<file path="src/b2b_pkg.sv">
// Shared types, constants and helper functions of the BLAKE2b hash engine.
// No dependencies; every other file of the block imports this package.
package b2b_pkg;

    localparam int WORD_W      = 64;
    localparam int BLOCK_WORDS = 16;
    localparam int ROUNDS      = 12;
    localparam int BLOCK_BYTES = 128;

    localparam logic [1:0] CFG_DIGEST_LEN = 2'd0;
    localparam logic [1:0] CFG_KEY_LEN    = 2'd1;

    localparam logic [63:0] PARAM_CONST = 64'h0000_0000_0101_0000;

    localparam logic [7:0][63:0] IV = {
        64'h5be0cd19137e2179, 64'h1f83d9abfb41bd6b,
        64'h9b05688c2b3e6c1f, 64'h510e527fade682d1,
        64'ha54ff53a5f1d36f1, 64'h3c6ef372fe94f82b,
        64'hbb67ae8584caa73b, 64'h6a09e667f3bcc908
    };

    localparam logic [3:0] SIGMA [10][16] = '{
        '{4'd0, 4'd1, 4'd2, 4'd3, 4'd4, 4'd5, 4'd6, 4'd7,
          4'd8, 4'd9, 4'd10, 4'd11, 4'd12, 4'd13, 4'd14, 4'd15},
        '{4'd14, 4'd10, 4'd4, 4'd8, 4'd9, 4'd15, 4'd13, 4'd6,
          4'd1, 4'd12, 4'd0, 4'd2, 4'd11, 4'd7, 4'd5, 4'd3},
        '{4'd11, 4'd8, 4'd12, 4'd0, 4'd5, 4'd2, 4'd15, 4'd13,
          4'd10, 4'd14, 4'd3, 4'd6, 4'd7, 4'd1, 4'd9, 4'd4},
        '{4'd7, 4'd9, 4'd3, 4'd1, 4'd13, 4'd12, 4'd11, 4'd14,
          4'd2, 4'd6, 4'd5, 4'd10, 4'd4, 4'd0, 4'd15, 4'd8},
        '{4'd9, 4'd0, 4'd5, 4'd7, 4'd2, 4'd4, 4'd10, 4'd15,
          4'd14, 4'd1, 4'd11, 4'd12, 4'd6, 4'd8, 4'd3, 4'd13},
        '{4'd2, 4'd12, 4'd6, 4'd10, 4'd0, 4'd11, 4'd8, 4'd3,
          4'd4, 4'd13, 4'd7, 4'd5, 4'd15, 4'd14, 4'd1, 4'd9},
        '{4'd12, 4'd5, 4'd1, 4'd15, 4'd14, 4'd13, 4'd4, 4'd10,
          4'd0, 4'd7, 4'd6, 4'd3, 4'd9, 4'd2, 4'd8, 4'd11},
        '{4'd13, 4'd11, 4'd7, 4'd14, 4'd12, 4'd1, 4'd3, 4'd9,
          4'd5, 4'd0, 4'd15, 4'd4, 4'd8, 4'd6, 4'd2, 4'd10},
        '{4'd6, 4'd15, 4'd14, 4'd9, 4'd11, 4'd3, 4'd0, 4'd8,
          4'd12, 4'd2, 4'd13, 4'd7, 4'd1, 4'd4, 4'd10, 4'd5},
        '{4'd10, 4'd2, 4'd8, 4'd4, 4'd7, 4'd6, 4'd1, 4'd5,
          4'd15, 4'd11, 4'd9, 4'd14, 4'd3, 4'd12, 4'd13, 4'd0}
    };

    typedef struct packed {
        logic [63:0] message_word;
        logic [3:0]  valid_bytes;
        logic        last_item;
    } t_in;

    typedef struct packed {
        logic [63:0] digest_word;
        logic [3:0]  digest_bytes;
        logic        last_word;
    } t_out;

    typedef struct packed {
        logic        en;
        logic [3:0]  addr;
        logic [63:0] data;
    } t_ram_wr;

    typedef struct packed {
        logic start;
        logic final_blk;
    } t_mix_ctrl;

    typedef enum logic [2:0] {
        S_IDLE,
        S_STORE,
        S_LAST,
        S_PAD,
        S_CSTART,
        S_CWAIT,
        S_OUT
    } t_state;

    // Message schedule lookup; the round index wraps after ten rounds.
    function automatic logic [3:0] sigma_sel(input logic [3:0] rnd, input logic [3:0] pos);
        logic [3:0] r10;
        r10 = (rnd >= 4'd10) ? rnd - 4'd10 : rnd;
        return SIGMA[r10][pos];
    endfunction

    function automatic logic [63:0] rotr64(input logic [63:0] x, input int n);
        return (x >> n) | (x << (64 - n));
    endfunction

    // Keeps the first nb bytes of a word and clears the rest.
    function automatic logic [63:0] byte_mask(input logic [63:0] w, input logic [3:0] nb);
        logic [63:0] r;
        r = w;
        for (int i = 0; i < 8; i++) begin
            if (4'(i) >= nb) begin
                r[i*8 +: 8] = 8'h00;
            end
        end
        return r;
    endfunction

    function automatic logic [6:0] eff_dlen(input logic [6:0] raw);
        logic [6:0] r;
        if (raw == 7'd0) begin
            r = 7'd1;
        end else if (raw > 7'd64) begin
            r = 7'd64;
        end else begin
            r = raw;
        end
        return r;
    endfunction

    function automatic logic [6:0] eff_klen(input logic [6:0] raw);
        return (raw > 7'd64) ? 7'd64 : raw;
    endfunction

endpackage

</file>
<file path="src/b2b_msg_ram.sv">
// Sixteen-word message block buffer with one write port and one registered read port.
// Depends on b2b_pkg for the write port struct.
module b2b_msg_ram (
    input  logic                 i_clk,
    input  b2b_pkg::t_ram_wr     i_wr,
    input  logic                 i_rd_en,
    input  logic [3:0]           i_rd_addr,
    output logic [63:0]          o_rd_data
);
    import b2b_pkg::*;

    logic [63:0] r_mem [BLOCK_WORDS];
    logic [63:0] r_rd_data;

    always_ff @(posedge i_clk) begin
        if (i_wr.en) begin
            r_mem[i_wr.addr] <= i_wr.data;
        end
        if (i_rd_en) begin
            r_rd_data <= r_mem[i_rd_addr];
        end
    end

    assign o_rd_data = r_rd_data;

endmodule

</file>
<file path="config.mk">
export PLATFORM = sky130hd
export DESIGN_NAME = b2b_msg_ram
export DESIGN_NICKNAME = d
export VERILOG_FILES = /design/src/b2b_pkg.sv /design/src/b2b_msg_ram.sv
export SDC_FILE = /design/constraint.sdc
export NUM_CORES = 1
export LEC_CHECK = 0
export BUFFER_PORTS_ARGS = -buffer_cell sky130_fd_sc_hd__buf_2
export CAP_MARGIN = 20
export CORE_UTILIZATION = 30
export CTS_CLUSTER_DIAMETER = 60
export DETAILED_ROUTE_END_ITERATION = 12
export SYNTH_ARGS = -nofsm -noshare
export SYNTH_HDL_FRONTEND = slang
export SYNTH_SLANG_ARGS = --single-unit
</file>
<file path="constraint.sdc">
create_clock -name i_clk -period 7.4 [get_ports i_clk]
set_clock_uncertainty 0.2 [all_clocks]
set_input_delay 0.74 -clock i_clk [delete_from_list [all_inputs] [get_ports i_clk]]
set_output_delay 0.74 -clock i_clk [all_outputs]
set_load 0.005 [all_outputs]
</file>
==> results of run 1 <==
worst max-delay path by stage:
| stage | startpoint | end | slack (ns) | depth (start not counted) |
|---|---|---|---|---|
| after floorplan | i_wr[66] | r_mem[0][0] | 1.03 | 2 |
| after global placement | i_rd_addr[1] | o_rd_data[3] | 3.70 | 5 |
| after detailed placement | i_rd_addr[1] | o_rd_data[3] | 3.70 | 5 |
| after CTS | i_rd_addr[1] | o_rd_data[3] | 4.42 | 5 |
| after global routing | i_rd_addr[1] | o_rd_data[3] | 4.37 | 5 |
| final | i_rd_addr[1] | o_rd_data[3] | 4.43 | 5 |
flip-flops by register name, indices dropped and copies added, names as in the netlist:
name       count
o_rd_data     64
r_mem       1024
final cells by class:
cell class / instances / area [sq um]
diodes: 1 / 2.50
clock buffers: 127 / 2800
clock inverters: 72 / 661
fillers: 12000 / 85700
multi-input cells: 475 / 7230
flip-flops and latches: 1088 / 32700
well taps: 1755 / 2200
repair buffers: 171 / 1080
cells in the final DEF, fill, tap and decap left out:
| cell | n |
|---|---|
| edfxtp_1 | 1088 |
| mux4_2 | 256 |
| buf_2 | 135 |
| a22oi_1 | 128 |
| clkbuf_16 | 109 |
| nand2_1 | 65 |
| clkinv_1 | 28 |
| buf_4 | 27 |
| clkinv_2 | 19 |
| clkbuf_1 | 18 |
| nor2_4 | 13 |
| bufinv_16 | 8 |
| inv_6 | 5 |
| nor3_2 | 4 |
| clkinvlp_4 | 4 |
| buf_16 | 4 |
| buf_12 | 3 |
| nor2b_4 | 2 |
| nand3b_1 | 2 |
| nand2b_1 | 2 |
| clkinv_16 | 2 |
| clkinv_4 | 2 |
| inv_12 | 2 |
| buf_8 | 2 |
| diode_2 | 1 |
| and2_4 | 1 |
| nand3_1 | 1 |
| or3b_2 | 1 |
| inv_16 | 1 |
| clkinv_8 | 1 |
cells in the mapped netlist:
cell type	number
and2_1	1
nand3b_1	2
nor2_1	13
nand2_1	65
buf_4	6
nand3_1	1
buf_6	13
buf_1	16
or3b_2	1
a22oi_1	128
nor3_1	4
clkbuf_1	36
nand2b_1	2
edfxtp_1	1088
nor2b_1	2
buf_2	13
mux4_2	256
through the flow:
| stage | cells | util [%] |
|---|---|---|
| after floorplan | 1647 | - |
| after global placement | 3485 | 32.6 |
| after detailed placement | 3489 | 32.6 |
| after CTS | 3688 | 35.3 |
| after global routing | 3688 | 35.3 |
| final | 3689 | 35.3 |
routing by layer:
layer	global-route usage (%)	wire length, um	vias to the layer above
met1	18.2	40000	9737
met2	23.5	47600	516
li1	-	-	7511
met4	3.14	1590	24
met5	0	149	-
met3	3.15	5720	154
report_power, final:
part           internal [mW]  total [mW]  leakage (nW)  switching (mW)
combinational          0.234       0.588          2.98           0.354
clock                   3.00        5.32          1.68            2.32
sequential              6.95        6.99          9.89          0.0497
logic make-up (layout without fill, tap and decap cells):
logic type	count (synthesis)	in the layout	share of synthesized area, %
buf+inv	84	370	1.12
flops	1088	1088	81.2
simple gates	91	91	0.927
other cells	0	1	0
compound gates	128	128	2.39
mux	256	256	14.3
==> results.md, run 1 <==
* Via count at 17,900
* Area post-placement at 0.0432 sq mm
* Area leader, netlist: edfxtp_1
* Root Buffer: clkbuf_16
* DR iter-0 viols at 1,641
* Chip width at 368 um
* Register-to-register path setup slack at 5.46 ns
* Detail Route Antenna Nets at 0
* P per Cell Area at 277 mW/mm^2
* Core area at 0.132 sq mm
* Leading post-synthesis cells by cell area: edfxtp_1, mux4_2, a22oi_1, nand2_1, buf_6
* HP Class: in2reg
* Share of layout cells above drive strength 1 at 31.1%
* Final nets at 1,918
* Peak supply drop at 0.210 mV
* Worst setup SP type: input port
* WL/cell at 25.8 um
* Routability Congestion at 0.681
* Hold EP: r_mem[13][6]
* Final hold violation count at 0
* Area Overhead vs Synth at 16.0%
* RSZ-0062 raised after global routing: false
* Row count at 133
* Synthesized flop and latch total at 1,088
* CTS max path bufs at 3
* Worst Path Required at 7.59 ns
* WHS at 0.219 ns
* Io pins at 139
* Hold_sp: i_wr[6]
* First-pass DRT Iterations at 5
* Kind of cell adding the most delay to the critical path: buffers and inverters
* CTS tree: done
* Mapped Nets at 1,722
* Status: finished clean
* Post-CTS sizing at 0
* Final instance area at 0.0466 sq mm
* Total CTS buffers at 107
* CTS Sinks at 1,088
* Slowest cell on the critical path: buf_4
* Register area share after synthesis at 81.2%
* Final period util at 40.1%
* CP cell instances: buf_8 > buf_4 > mux4_2 > a22oi_1 > nand2_1
* CP endpoint kind: register
* FF-to-FF End: o_rd_data[3]
* Worst slew pin tran at 1.10 ns
* CP max stage delay at 0.93 ns
* Clk Latency, worst-skew pair at 0.69 ns
* Post-Syn Instances at 1,647
* Number of global-route vias before repair at 19,000
* Die ar. at 0.136 sq mm
* Final Max Tran Viols at 0
* Number of port buffers at 138
* Post-cts hold buffer count at 0
* Max Freq at 337 MHz
* Initial antenna violation count at 24
* Vias per cell at 4.86
* Yosys warnings at 0
* WL final at 95.1 mm
* Initial core utilization at 30.4%
* Mapped cell area at 0.0402 sq mm
* Final worst slack at 4.43 ns
* Top-area cell type share of the netlist area at 81.2%
* Period minus WS final at 2.97 ns
* Grt total ovfl at 0
* R2r startpoint: r_mem[11][3]
* Setup WS pre-CTS at 3.70 ns
* Critical path class: in2reg
* CP max FO at 73
* First-pass GRT wire length at 136 mm
* Worst-path clk slew at 0.06 ns
* Cell variety after synth at 17
* R2R depth at 3
* Endpoints failing setup at 0
* Critical path arrival at 3.16 ns
* Largest net degree at the start of global routing at 114
* Final TNS setup at 0 ns
* Post-CTS Setup Repair Bufs at 0
* H-tree Lvls at 3
* Synth Area per Inst at 24.4 sq um
* DRC at 0
* Vert. Die Dim at 368 um
* GRT Util Overall at 13.9%
* Max_cap viols at 0
* Tot Pwr at 12.9 mW
* P_leak at 14.5 nW
* Hold-critical path depth at 1
* HPWL after detailed placement at 48.8 mm
* Worst path buffer plus inverter count at 2
* Slew HR at 26.4%
(Power assumes the default switching activity.)
==> run 2: changes to the inputs <==
Clock period 7.4 ns to 2.7 ns, I/O delays scaled along.
==> run 2 against run 1 <==
Net effect:
- via count grew 4.8%
- utilization grew 1.7 points
- wire length is 0.18% lower
- non-clock buffer count up 148
- sequential cell count did not move
- cell area increased by 4.7%
- power grew to 2.8 times the previous value
- register-to-register slack got worse by 4.6 ns
- die area stayed put
==> results.md, run 2 (synthesis results as in run 1) <==
* Multi-input logic area at 0.00726 sq mm (was 0.00723 sq mm)
* Number of global-route vias before repair at 20,000 (was 19,000)
* Slowest cell on the critical path: dlygate4sd3_1 (was buf_4)
* R2R depth at 3 (unchanged)
* Period minus WS final at 2.44 ns
* Clk Latency, worst-skew pair at 0.69 ns (about the same)
* Final worst slack at 0.259 ns (was 4.43 ns)
* Root Buffer: clkbuf_16 (unchanged)
* Number of port buffers at 138 (unchanged)
* Chip width at 368 um (unchanged)
* Status: finished clean (unchanged)
* Worst slew pin tran at 0.647 ns (was 1.10 ns)
* HP Class: in2reg (unchanged)
* Fillers at 11,900 (was 12,000)
* Area Overhead vs Synth at 21.4% (was 16.0%)
* Most common cell after layout, fill and taps aside: edfxtp_1 (unchanged)
* Peak supply drop at 0.547 mV (was 0.210 mV)
* DRC at 0 (unchanged)
* Slew HR at 56.8% (was 26.4%)
* Final instance area at 0.0488 sq mm (was 0.0466 sq mm)
* Final period util at 90.4%
* Area post-placement at 0.0445 sq mm (was 0.0432 sq mm)
* Max_cap viols at 0 (unchanged)
* Initial core utilization at 30.4% (unchanged)
* Row count at 133 (unchanged)
* Core area at 0.132 sq mm (unchanged)
* WL/cell at 24.6 um (was 25.8 um)
* Worst Path Required at 2.88 ns (was 7.59 ns)
* CP endpoint kind: register (unchanged)
* Most flop-heavy register: r_mem (unchanged)
* Io pins at 139 (unchanged)
* Routability Congestion at 0.718 (was 0.681)
* CP max stage delay at 0.66 ns (was 0.93 ns)
* First-pass GRT wire length at 138 mm (was 136 mm)
* Die ar. at 0.136 sq mm (unchanged)
* Reg area at 0.0327 sq mm (unchanged)
* DR iter-0 viols at 1,725 (was 1,641)
* Via count at 18,800 (was 17,900)
* Critical path class: in2reg (unchanged)
* Max Freq at 410 MHz
* Sequential Power Share at 53.4% (was 54.2%)
* Net Sw Power at 7.57 mW (was 2.72 mW)
* Power share of the clock group at 41.5% (was 41.2%)
* Final hold violation count at 0 (unchanged)
* Setup crit end: r_mem[1][41] (was o_rd_data[3])
* Switch share at 21.1% (about the same)
* HPWL after detailed placement at 54.9 mm (was 48.8 mm)
* Detail Route Antenna Nets at 0 (unchanged)
* Worst setup SP type: input port (unchanged)
* Final nets at 2,072 (was 1,918)
* RSZ-0062 raised after global routing: false (unchanged)
* Vias per cell at 4.88 (was 4.86)
* Final Max Tran Viols at 0 (unchanged)
* CTS max path bufs at 3 (unchanged)
* CTS Sinks at 1,088 (unchanged)
* WL final at 95.0 mm (was 95.1 mm)
* Share of layout cells above drive strength 1 at 33.0% (was 31.1%)
* Largest register FFs at 1,024 (unchanged)
* Largest net degree at the start of global routing at 65 (was 114)
* First-pass DRT Iterations at 7 (was 5)
* Setup WS pre-CTS at 0.328 ns (was 3.70 ns)
* Total CTS buffers at 113 (was 107)
* P_int at 28.4 mW (was 10.2 mW)
* Most frequent cells in the layout: edfxtp_1, mux4_2, buf_2, a22oi_1, clkbuf_16 (unchanged)
* Worst-path clk slew at 0.06 ns (about the same)
* CTS tree: done (unchanged)
* FF-to-FF End: o_rd_data[49] (was o_rd_data[3])
* Grt total ovfl at 0 (unchanged)
* P per Cell Area at 736 mW/mm^2 (was 277 mW/mm^2)
* CP max FO at 13 (was 73)
* Critical path arrival at 2.62 ns (was 3.16 ns)
* CP cell instances: dlygate4sd3_1 > buf_2 > or3b_4 > dlygate4sd3_1 > nor2_4 > buf_12 > buf_12 (was buf_8 > buf_4 > mux4_2 > a22oi_1 > nand2_1)
* R2r startpoint: r_mem[3][49] (was r_mem[11][3])
* Initial antenna violation count at 16 (was 24)
* Endpoints failing setup at 0 (unchanged)
* Combinational share of power at 5.1% (was 4.6%)
* Register-to-register path setup slack at 0.89 ns (was 5.46 ns)
* P_leak at 15.5 nW (was 14.5 nW)
* H-tree Lvls at 3 (unchanged)
* GRT Util Overall at 13.9% (about the same)
* Vert. Die Dim at 368 um (unchanged)
* Setup crit start: i_wr[66] (was i_rd_addr[1])
[run 2: cell types whose count changed in the layout (fill, tap and decap cells not counted), sizes merged]
cell         before  now
inv               8    6
bufinv            8    7
clkinv           52   57
clkbuf          127  140
buf             171  251
dlygate4sd3       0   68
diode             1    5
[run 2: area by class of cell]
| cell class | instances | area share, % |
|---|---|---|
| clock inverter | 74 | 1.26 |
| timing repair buffer | 319 | 6.36 |
| antenna | 5 | 0.0256 |
| tap | 1755 | 4.50 |
| multi-input combinational | 475 | 14.9 |
| clock buffer | 140 | 6.08 |
| sequential | 1088 | 66.9 |
[run 2: through the flow]
stage                     hold slack [ns]  power, mW  util, %  instances  TNS (ns)
after floorplan                     0.169       20.4        -       1647   -100.90
after global placement              0.420       21.2     33.6       3565         0
after detailed placement            0.454       21.3     33.6       3565         0
after CTS                          0.0271       36.3     36.9       3847         0
after global routing               0.0752       37.1     36.9       3854         0
final                              0.0792       35.9     36.9       3856         0
[run 2: critical path, delay by kind of cell]
family	cells	cell delay, ns
buffers and inverters	5	1.73
and+or+nand+nor	2	0.59
[run 2: routing by layer]
metal / vias up / track usage [%] / part of all wire (%)
li1: 7856 / - / -
met1: 10200 / 19.2 / 43
met2: 618 / 22.5 / 49
met3: 131 / 2.70 / 6.5
met4: 12 / 3.58 / 2.0
met5: - / 0 / 0.080
[run 2: power groups by stage]
stage / combinational, mW / clock (mW) / sequential, mW
after floorplan: 0.912 / 0 / 19.5
after global placement: 1.73 / 0 / 19.5
after detailed placement: 1.77 / 0 / 19.5
after CTS: 1.87 / 15.3 / 19.2
after global routing: 1.97 / 15.9 / 19.2
final: 1.83 / 14.9 / 19.2
[run 2: repair_timing]
item,CTS,global route
setup endpoints to repair,0,27
hold buffers,68,0
gates resized for setup,0,0
hold endpoints to repair,1045,0
buffers inserted,0,4
[run 2: how the worst min path moves through the flow]
stage                  from       endpoint  slack, ns  depth (start not counted)
4_1_cts        i_rd_addr[3]  o_rd_data[29]       0.03                          4
2_1_floorplan       i_wr[0]    r_mem[0][0]       0.17                          0
6_report           i_wr[65]  r_mem[12][17]       0.08                          3
3_3_place_gp       i_wr[44]   r_mem[8][44]       0.42                          1
5_1_grt            i_wr[65]   r_mem[4][15]       0.08                          3
3_5_place_dp       i_wr[27]  r_mem[12][27]       0.45                          1
